$ cat src/design/dnr_pkg.sv
// ----------------------------------------------------------------------------
// dnr_pkg: shared types, constants and microcode for the decimal narrower
// Beat layouts, datapath widths, the step program and its control codes.
// ----------------------------------------------------------------------------
package dnr_pkg;

   localparam int MAX_SCALE   = 28;
   localparam int COEF_W      = 192;
   localparam int NARROW_W    = 96;
   localparam int SCALE_W     = 6;
   localparam int OUT_SCALE_W = 5;
   localparam int DIGIT_W     = 4;

   // Divide by ten, one 16-bit chunk per cycle, most significant chunk first.
   localparam int CHUNK_W     = 16;
   localparam int CHUNKS      = COEF_W / CHUNK_W;
   localparam int CHUNK_CNT_W = $clog2(CHUNKS);
   localparam int DIV_X_W     = CHUNK_W + DIGIT_W;
   localparam int RECIP_SHIFT = 23;
   localparam int PROD_W      = 2 * DIV_X_W;
   // ceil(2^23 / 10): exact quotient for every partial value below 2^22.
   localparam logic [DIV_X_W-1:0] RECIP = DIV_X_W'(838861);

   localparam logic [1:0] STATUS_OK      = 2'd0;
   localparam logic [1:0] STATUS_POS_OVF = 2'd1;
   localparam logic [1:0] STATUS_NEG_OVF = 2'd2;

   typedef struct packed {
      logic [63:0]        coef_word_low;
      logic [63:0]        coef_word_mid;
      logic [63:0]        coef_word_high;
      logic [SCALE_W-1:0] in_scale;
      logic               in_negative;
   } req_type;

   typedef struct packed {
      logic [63:0]            result_low;
      logic [31:0]            result_high;
      logic [OUT_SCALE_W-1:0] out_scale;
      logic                   out_negative;
      logic [1:0]             status;
   } rsp_type;

   // Datapath actions.
   localparam int ACT_W = 4;
   localparam logic [ACT_W-1:0] ACT_NONE     = 4'd0;
   localparam logic [ACT_W-1:0] ACT_DIV_W    = 4'd1;
   localparam logic [ACT_W-1:0] ACT_STRIP    = 4'd2;
   localparam logic [ACT_W-1:0] ACT_COPY_T   = 4'd3;
   localparam logic [ACT_W-1:0] ACT_DIV_T    = 4'd4;
   localparam logic [ACT_W-1:0] ACT_T_STEP   = 4'd5;
   localparam logic [ACT_W-1:0] ACT_SET_R1   = 4'd6;
   localparam logic [ACT_W-1:0] ACT_RND_STEP = 4'd7;
   localparam logic [ACT_W-1:0] ACT_INC      = 4'd8;
   localparam logic [ACT_W-1:0] ACT_SET_R2   = 4'd9;
   localparam logic [ACT_W-1:0] ACT_ZERO     = 4'd10;
   localparam logic [ACT_W-1:0] ACT_OVF      = 4'd11;
   localparam logic [ACT_W-1:0] ACT_EMIT     = 4'd12;

   // Jump conditions.
   localparam int CND_W = 4;
   localparam logic [CND_W-1:0] CND_NEVER        = 4'd0;
   localparam logic [CND_W-1:0] CND_ALWAYS       = 4'd1;
   localparam logic [CND_W-1:0] CND_W_ZERO       = 4'd2;
   localparam logic [CND_W-1:0] CND_SCALE_ZERO   = 4'd3;
   localparam logic [CND_W-1:0] CND_REM_ZERO     = 4'd4;
   localparam logic [CND_W-1:0] CND_W_NARROW     = 4'd5;
   localparam logic [CND_W-1:0] CND_T_WIDE       = 4'd6;
   localparam logic [CND_W-1:0] CND_CNT_GT_SCALE = 4'd7;
   localparam logic [CND_W-1:0] CND_RND_MORE     = 4'd8;
   localparam logic [CND_W-1:0] CND_W_WIDE       = 4'd9;
   localparam logic [CND_W-1:0] CND_SECOND       = 4'd10;
   localparam logic [CND_W-1:0] CND_SCALE_LE_MAX = 4'd11;

   // Program steps.
   localparam int PC_W = 5;
   localparam logic [PC_W-1:0] STEP_CHK_ZERO   = 5'd0;
   localparam logic [PC_W-1:0] STEP_STRIP_CHK  = 5'd1;
   localparam logic [PC_W-1:0] STEP_STRIP_DIV  = 5'd2;
   localparam logic [PC_W-1:0] STEP_STRIP_TEST = 5'd3;
   localparam logic [PC_W-1:0] STEP_WIDE_CHK   = 5'd4;
   localparam logic [PC_W-1:0] STEP_CNT_DIV    = 5'd5;
   localparam logic [PC_W-1:0] STEP_CNT_STEP   = 5'd6;
   localparam logic [PC_W-1:0] STEP_CNT_TEST   = 5'd7;
   localparam logic [PC_W-1:0] STEP_FIT_TEST   = 5'd8;
   localparam logic [PC_W-1:0] STEP_RND1_SET   = 5'd9;
   localparam logic [PC_W-1:0] STEP_RND_DIV    = 5'd10;
   localparam logic [PC_W-1:0] STEP_RND_STEP   = 5'd11;
   localparam logic [PC_W-1:0] STEP_RND_INC    = 5'd12;
   localparam logic [PC_W-1:0] STEP_CARRY_TEST = 5'd13;
   localparam logic [PC_W-1:0] STEP_PASS_TEST  = 5'd14;
   localparam logic [PC_W-1:0] STEP_MAX_CHK    = 5'd15;
   localparam logic [PC_W-1:0] STEP_RND2_SET   = 5'd16;
   localparam logic [PC_W-1:0] STEP_ZERO       = 5'd17;
   localparam logic [PC_W-1:0] STEP_OVF        = 5'd18;
   localparam logic [PC_W-1:0] STEP_EMIT       = 5'd19;

   typedef struct packed {
      logic [ACT_W-1:0] act;
      logic [CND_W-1:0] cnd;
      logic [PC_W-1:0]  target;
   } ucode_type;

   typedef struct packed {
      logic [ACT_W-1:0] act;
      logic             fire;
      logic             div_start;
   } ctrl_type;

   typedef struct packed {
      logic w_zero;
      logic w_wide;
      logic t_wide;
      logic scale_zero;
      logic rem_zero;
      logic cnt_gt_scale;
      logic rnd_more;
      logic second;
      logic scale_le_max;
      logic div_done;
   } flags_type;

   function automatic ucode_type ucode_word(input logic [ACT_W-1:0] act,
                                            input logic [CND_W-1:0] cnd,
                                            input logic [PC_W-1:0]  target);
      ucode_type w;
      w.act    = act;
      w.cnd    = cnd;
      w.target = target;
      return w;
   endfunction

   function automatic ucode_type ucode_rom(input logic [PC_W-1:0] pc);
      ucode_type w;
      case (pc)
         STEP_CHK_ZERO:   w = ucode_word(ACT_NONE,     CND_W_ZERO,       STEP_ZERO);
         STEP_STRIP_CHK:  w = ucode_word(ACT_NONE,     CND_SCALE_ZERO,   STEP_WIDE_CHK);
         STEP_STRIP_DIV:  w = ucode_word(ACT_DIV_W,    CND_NEVER,        STEP_CHK_ZERO);
         STEP_STRIP_TEST: w = ucode_word(ACT_STRIP,    CND_REM_ZERO,     STEP_STRIP_CHK);
         STEP_WIDE_CHK:   w = ucode_word(ACT_COPY_T,   CND_W_NARROW,     STEP_MAX_CHK);
         STEP_CNT_DIV:    w = ucode_word(ACT_DIV_T,    CND_NEVER,        STEP_CHK_ZERO);
         STEP_CNT_STEP:   w = ucode_word(ACT_T_STEP,   CND_NEVER,        STEP_CHK_ZERO);
         STEP_CNT_TEST:   w = ucode_word(ACT_NONE,     CND_T_WIDE,       STEP_CNT_DIV);
         STEP_FIT_TEST:   w = ucode_word(ACT_NONE,     CND_CNT_GT_SCALE, STEP_OVF);
         STEP_RND1_SET:   w = ucode_word(ACT_SET_R1,   CND_NEVER,        STEP_CHK_ZERO);
         STEP_RND_DIV:    w = ucode_word(ACT_DIV_W,    CND_NEVER,        STEP_CHK_ZERO);
         STEP_RND_STEP:   w = ucode_word(ACT_RND_STEP, CND_RND_MORE,     STEP_RND_DIV);
         STEP_RND_INC:    w = ucode_word(ACT_INC,      CND_NEVER,        STEP_CHK_ZERO);
         STEP_CARRY_TEST: w = ucode_word(ACT_NONE,     CND_W_WIDE,       STEP_OVF);
         STEP_PASS_TEST:  w = ucode_word(ACT_NONE,     CND_SECOND,       STEP_EMIT);
         STEP_MAX_CHK:    w = ucode_word(ACT_NONE,     CND_SCALE_LE_MAX, STEP_EMIT);
         STEP_RND2_SET:   w = ucode_word(ACT_SET_R2,   CND_ALWAYS,       STEP_RND_DIV);
         STEP_ZERO:       w = ucode_word(ACT_ZERO,     CND_ALWAYS,       STEP_EMIT);
         STEP_OVF:        w = ucode_word(ACT_OVF,      CND_NEVER,        STEP_CHK_ZERO);
         STEP_EMIT:       w = ucode_word(ACT_EMIT,     CND_ALWAYS,       STEP_CHK_ZERO);
         default:         w = ucode_word(ACT_EMIT,     CND_ALWAYS,       STEP_CHK_ZERO);
      endcase
      return w;
   endfunction

endpackage

$ cat src/design/dnr_sequencer.sv
// ----------------------------------------------------------------------------
// dnr_sequencer: step counter and microcode program of the narrower
// Fetches one control word per step, waits on the divider and the output
// slot, and branches on the datapath flags.
// ----------------------------------------------------------------------------
module dnr_sequencer import dnr_pkg::*; (
   input  logic      clock,
   input  logic      reset,
   input  logic      start,
   input  logic      emit_ready,
   input  flags_type flags,
   output ctrl_type  ctrl,
   output logic      busy
);

   logic [PC_W-1:0] pc_ff, pc_in;
   logic            running_ff, running_in;
   logic            issued_ff, issued_in;

   ucode_type word;
   logic      is_div;
   logic      stall_step;
   logic      fire;
   logic      taken;

   assign word   = ucode_rom(pc_ff);
   assign is_div = (word.act == ACT_DIV_W) || (word.act == ACT_DIV_T);

   always_comb begin
      case (word.cnd)
         CND_NEVER:        taken = 1'b0;
         CND_ALWAYS:       taken = 1'b1;
         CND_W_ZERO:       taken = flags.w_zero;
         CND_SCALE_ZERO:   taken = flags.scale_zero;
         CND_REM_ZERO:     taken = flags.rem_zero;
         CND_W_NARROW:     taken = !flags.w_wide;
         CND_T_WIDE:       taken = flags.t_wide;
         CND_CNT_GT_SCALE: taken = flags.cnt_gt_scale;
         CND_RND_MORE:     taken = flags.rnd_more;
         CND_W_WIDE:       taken = flags.w_wide;
         CND_SECOND:       taken = flags.second;
         CND_SCALE_LE_MAX: taken = flags.scale_le_max;
         default:          taken = 1'b0;
      endcase
   end

   // A divide step holds until its pass comes back; the emit step holds
   // until the output register can take the beat.
   assign stall_step = is_div ? !(issued_ff && flags.div_done) :
                       (word.act == ACT_EMIT) ? !emit_ready : 1'b0;
   assign fire       = running_ff && !stall_step;

   always_comb begin
      pc_in      = pc_ff;
      running_in = running_ff;
      issued_in  = issued_ff;
      if (start) begin
         pc_in      = STEP_CHK_ZERO;
         running_in = 1'b1;
         issued_in  = 1'b0;
      end else if (fire) begin
         pc_in     = taken ? word.target : pc_ff + PC_W'(1);
         issued_in = 1'b0;
         if (word.act == ACT_EMIT) begin
            running_in = 1'b0;
            pc_in      = STEP_CHK_ZERO;
         end
      end else if (running_ff && is_div) begin
         issued_in = 1'b1;
      end
   end

   always_ff @(posedge clock) begin
      if (reset) begin
         pc_ff      <= STEP_CHK_ZERO;
         running_ff <= 1'b0;
         issued_ff  <= 1'b0;
      end else begin
         pc_ff      <= pc_in;
         running_ff <= running_in;
         issued_ff  <= issued_in;
      end
   end

   assign ctrl.act       = word.act;
   assign ctrl.fire      = fire;
   assign ctrl.div_start = running_ff && is_div && !issued_ff;
   assign busy           = running_ff;

`ifndef SYNTH
   a_done_when_issued: assert property (@(posedge clock) disable iff (reset)
      flags.div_done |-> issued_ff)
      else $error("divider finished a pass that the sequencer did not issue");

   a_emit_ends_run: assert property (@(posedge clock) disable iff (reset)
      (fire && (word.act == ACT_EMIT)) |=> !running_ff)
      else $error("sequencer kept running after emitting its result");
`endif

endmodule
$ cat config.mk
export PLATFORM = sky130hd
export DESIGN_NAME = dnr_sequencer
export DESIGN_NICKNAME = d
export VERILOG_FILES = /design/src/design/dnr_pkg.sv /design/src/design/dnr_sequencer.sv
export SDC_FILE = /design/constraint.sdc
export NUM_CORES = 1
export LEC_CHECK = 0
export ABC_AREA = 1
export BUFFER_PORTS_ARGS = -buffer_cell sky130_fd_sc_hd__buf_2
export CAP_MARGIN = 40
export CORE_ASPECT_RATIO = 0.7
export CORE_UTILIZATION = 50
export CTS_CLUSTER_DIAMETER = 60
export DETAILED_ROUTE_END_ITERATION = 12
export PLACE_DENSITY = 0.77
export SLEW_MARGIN = 10
export SYNTH_ARGS = -nofsm -noshare
export SYNTH_HDL_FRONTEND = slang
export SYNTH_SLANG_ARGS = --single-unit
$ cat constraint.sdc
create_clock -name clock -period 2.9 [get_ports clock]
set_clock_uncertainty 0.1 [all_clocks]
set_input_delay 0.58 -clock clock [delete_from_list [all_inputs] [get_ports clock]]
set_output_delay 0.58 -clock clock [all_outputs]
set_load 0.02 [all_outputs]
# == Yosys cells after proc, flatten, opt, wreduce, memory -nomap -nowiden ==
# Memories as Yosys holds them, arrays and structs flattened. A register that Yosys moved wholly into a read port is not among the register bits.
# Index checks and enable logic that the tools add are counted.
# word_totals
ff_bits,7
latchBits,0
ramBits,0
mem_bits_ro,416
inputBits,14
output_inout_bits,7
word_cells,44
n_memories,1
# op_classes
n_addsub,1
mul,0
div_mod_pow,0
n_lt_le_gt_ge,0
n_eq_ne,14
n_shift,0
n_mux,10
bitwise,0
reduce_logical,15
# mem_list
name,words,width,read_ports,rd_ports_with_merged_regs,write_ports,line_no,rtl
(no name shown),32,13,1,1,0,dnr_pkg.sv:135,case (pc)
# op_table
operator,n
4-bit by 3-bit == test with 1-bit output (second input constant),5
4-bit == test (second input constant),5
5-bit two-way mux,4
1-bit one-hot mux with 11 select lines,1
4-bit by 1-bit == test with 1-bit output (second input constant),2
4-bit by 2-bit == test with 1-bit output (second input constant),2
5-bit by 1-bit adder with 5-bit output (second input constant),1
1-bit logical NOT,5
1-bit two-way mux,5
1-bit logical AND,4
2-bit nonzero test,2
3-bit OR reduction,1
2-bit AND reduction,1
2-bit OR reduction,1
1-bit logical OR,1

# == Depth between registers and ports, before layout ==
# depth
ltp_word,7
depth_mapped,18
ltp_nobuf,18

# == Worst setup path before layout ==
# OpenSTA, ideal clock, no wires.
# synth_path
path_kind,in2reg
startpoint,input port flags[0] (netlist name)
endpoint,register word[1] (netlist name)
setup_ns,0.121
arrival_ns,2.021
required_time_ns,2.679
slack_ns,0.659
cell_stages,13
n_path_buf,0
path_cell_list,nand2_1 -> nand4_1 -> o211ai_2 -> nor2_2 -> nand3_1 -> nand2_1 -> nand2_1 -> ha_1 -> inv_1 -> nand2_1 -> nand2_1 -> nand2_1 -> nand3_1
# synth_between
elab_chain_cells,7
# synth_rtl
element,line_no,rtl
"start, declared",dnr_sequencer.sv:11,"input flags_type flags,"
1-bit logical AND,dnr_sequencer.sv:49,assign stall_step = is_div ? !(issued_ff && flags.div_done) :
1-bit logical NOT,dnr_sequencer.sv:49,
1-bit two-way mux,dnr_sequencer.sv:49,
1-bit logical NOT,dnr_sequencer.sv:51,assign fire = running_ff && !stall_step;
1-bit logical AND,dnr_sequencer.sv:51,
5-bit two-way mux (no line) (2 in a row),-,
# No other way between the ends.
# A chain may end at the register's enable or synchronous reset.

# == Worst setup path in the final report ==
# layout_path
startpoint,register word[7] (netlist name)
endpoint,register word[3] (netlist name)
# layout_between
elab_chain_cells,6
word_cells_on_any_way,16
cone_classes,11 x eq/ne; 5 x mux
# layout_rtl
element,line_no,rtl
"4-bit == test, or another cell as far along",dnr_sequencer.sv:30,case (word.cnd)
1-bit one-hot mux with 11 select lines (*),dnr_sequencer.sv:30,
5-bit two-way mux (*),dnr_sequencer.sv:62,pc_in = taken ? word.target : pc_ff + PC_W'(1);
5-bit two-way mux (*),dnr_sequencer.sv:64,if (word.act == ACT_EMIT) begin
5-bit two-way mux (no line) (*) (2 in a row),-,
# Every way passes the cells marked *; elsewhere a longest branch is shown, timed or not.

==> flow_summary.ini <==
[grt]
antenna_found_initial = 0
grt_pass1_wl_mm = 5.30
grt_max_degree = 15
grt_pass1_vias = 1147
grt_overflow = 0
grt_use_total_pct = 24.0

[clock_network]
cts-htree-levels = 1
cts_hold_buf = 0
cts_tree = yes
cts_sinks = 20
clkLatencyLatePin_ps = 260
clk_pin_slew_ps = 80
postCtsSetupRepairBufs = 0
cts-root-buf = clkbuf_8
cts_inserted_buffers = 3
clk_path_buf_depth = 2
cts-resized-gates = 0

[sta]
setup_viol = 0
period_minus_slack_ps = 2640
layout_worst_path_cycle_share_pct = 91.1
relSlewSlack_pct = 73.9
final-hold-violation-count = 0
fmax_ghz = 0.379
slew_violations = 0
tns_ps = 0
fin_hold_ws_ps = 381
rsz0062_at_grt = false
worst_slew_pin_slew_ps = 391

[worst_setup_path]
cp-start-kind = register
crit_arrival_ps = 2660
critPathCaptureType = register
path_class = reg -> reg
r2r_start = word[7]$_SDFF_PP0_
required_ps = 2920
r2r_cells = 15
r2r_end = word[3]$_DFF_P_
crit_path_max_fanout = 7
regToRegSetupSlack_ps = 260

[route]
drt_iter0_markers = 155
drt-total-wl_mm = 3.32
wl_per_cell_microns = 12.8
postRouteAntennaNets = 0
via_per_inst = 5.30
via_count = 1378
remaining_drc_errors = 0
firstDrtPassIters = 6

[synth]
yosys_warnings = 0
ys_types = 25
synthesis.area_sq_um = 1430
yosysSeqAreaShare_pct = 28.1
synth_cells = 209
synth_seq_cells = 20
post_synth.cell_area_avg_sq_um = 6.82
syn-num-nets = 233

[finish]
seqCellArea_sq_um = 400
multi_input_area_sq_um = 833
n_fill_cell = 233
layout.nets = 251
final_util_pct = 61.4
diodes = 0
drive_gt1_share_pct = 20.8
stdcell_count = 260
area_delta_synth_final_pct = 10.8

[floorplan]
num_rows = 15
initial_core_util_pct = 55.4
die_h_microns = 46.7
core_sq_um = 2570
io_pins = 21
die_w_microns = 65.8
dieArea_sq_um = 3070

[power]
p_leak_nw = 0.871
ir_worst_vdd_v = 0.000292
p_sw_w = 0.000299
p_seq_share_pct = 37.7
comb_power_share_pct = 30.3
intPower_w = 0.000577
p_sw_share_pct = 34.2
power_density_nw_per_um2 = 555
power_frac_clock_pct = 32.0

[run_status]
status = completed

[job]
maxCapViolCount = 0

[place]
dp_hpwl_mm = 2.49
dp.cells = 256
globalplace.congestion = 0.960
port_buffers = 20

[worst_hold_path]
hold_end = issued_ff$_SDFFE_PP0P_
min_path_type = reg -> reg
holdPathStages = 2
min_from = issued_ff$_SDFFE_PP0P_
[synth_stat cells]
master	n	share of area, %
nand2_1	57	15
a21boi_1	1	0.53
inv_2	3	0.79
nor2_1	5	1.3
nand3_2	3	2.1
nand2_2	6	2.6
xor2_1	1	0.61
o21ai_1	3	1.1
o211ai_2	1	0.88
xnor2_1	2	1.2
nor2_2	6	2.6
nand4_1	10	4.4
o21ai_0	1	0.35
o211ai_1	1	0.53
dfxtp_1	20	28
a211oi_1	1	0.53
buf_4	6	3.2
nand2_4	2	1.6
buf_6	2	1.6
inv_1	30	7.9
ha_1	10	8.8
a21oi_1	3	1.1
nand3_1	31	11
o21bai_2	1	0.79
nand3b_1	3	1.6
[critical path, cell delays in order, from the launching register on]
cell,delay (ps)
dfxtp_1,340
inv_1,60
ha_1,250
nand4_1,100
nand2_1,70
nor2_2,130
nand3_2,150
nand3b_1,120
nand3_1,100
nand2_1,100
nand2_1,200
ha_1,290
nand3_1,160
inv_1,80
nand3_1,110
nand3_1,140
[power by group through the flow]
stage	logic (W)	registers, W	clock network, W
4_1_cts	0.000261	0.000330	0.000283
5_1_grt	0.000297	0.000333	0.000295
3_5_place_dp	0.000255	0.000337	0
3_3_place_gp	0.000256	0.000336	0
2_1_floorplan	0.000212	0.000330	0
6_report	0.000265	0.000330	0.000280
[placed cells by master (no fill, tap or decap), drive strengths merged]
master	instances
nand4	10
o211ai	2
a211oi	1
nand3b	3
nand3	34
nand2	65
clkbuf	3
inv	33
o21ai	4
ha	10
a21oi	3
nor2	11
a21boi	1
o21bai	1
buf	21
bufinv	1
dfxtp	20
xor2	1
xnor2	2
[layout make-up]
cell class              instances  area share, %
well taps                      34           2.69
inverters                      33           7.84
clock buffers                   3           2.61
clock inverters                 1           1.90
flip-flops and latches         20           25.4
multi-input cells             148           52.8
repair buffers                 21           6.81
[through the flow]
stage | instance area, sq um | total power [W] | setup WS [ps]
finish | 1580 | 0.000876 | 259
global route | 1580 | 0.000925 | 9.99
CTS | 1580 | 0.000874 | 287
detailed placement | 1510 | 0.000592 | 246
global placement | 1510 | 0.000592 | 250
floorplan | 1430 | 0.000542 | 659
[flip-flops by register name (all words and copies together), names as in the netlist]
| name | count |
|---|---|
| busy | 1 |
| issued_ff | 1 |
| pc_ff | 5 |
| word | 13 |
[routing by layer]
layer	wire (microns)	track usage [%]	vias to the layer above
met5	0	0	-
li1	-	-	699
met3	281	5.45	6
met4	31	5.65	0
met1	1680	35.5	610
met2	1330	34.7	63
[cell families after synthesis]
group / after synthesis / share of synthesized area [%]
flops: 20 / 28.1
compound gates: 12 / 5.71
fa+ha+maj: 10 / 8.78
buf+inv: 41 / 13.4
simple gates: 123 / 42.1
xor+xnor: 3 / 1.84
[how the worst max path moves through the flow]
stage,slack (ps),startpoint,cells after the start,endpoint
finish,260,word[7]$_SDFF_PP0_,15,word[3]$_DFF_P_
global placement,250,flags[0],13,word[3]$_DFF_P_
CTS,290,word[8]$_SDFF_PP0_,16,word[7]$_SDFF_PP0_
floorplan,660,flags[0],13,word[1]$_DFF_P_
global route,10,word[8]$_SDFF_PP0_,17,word[10]$_DFF_P_
detailed placement,250,flags[0],13,word[3]$_DFF_P_
Note: power is estimated with default switching activity, not from simulation.
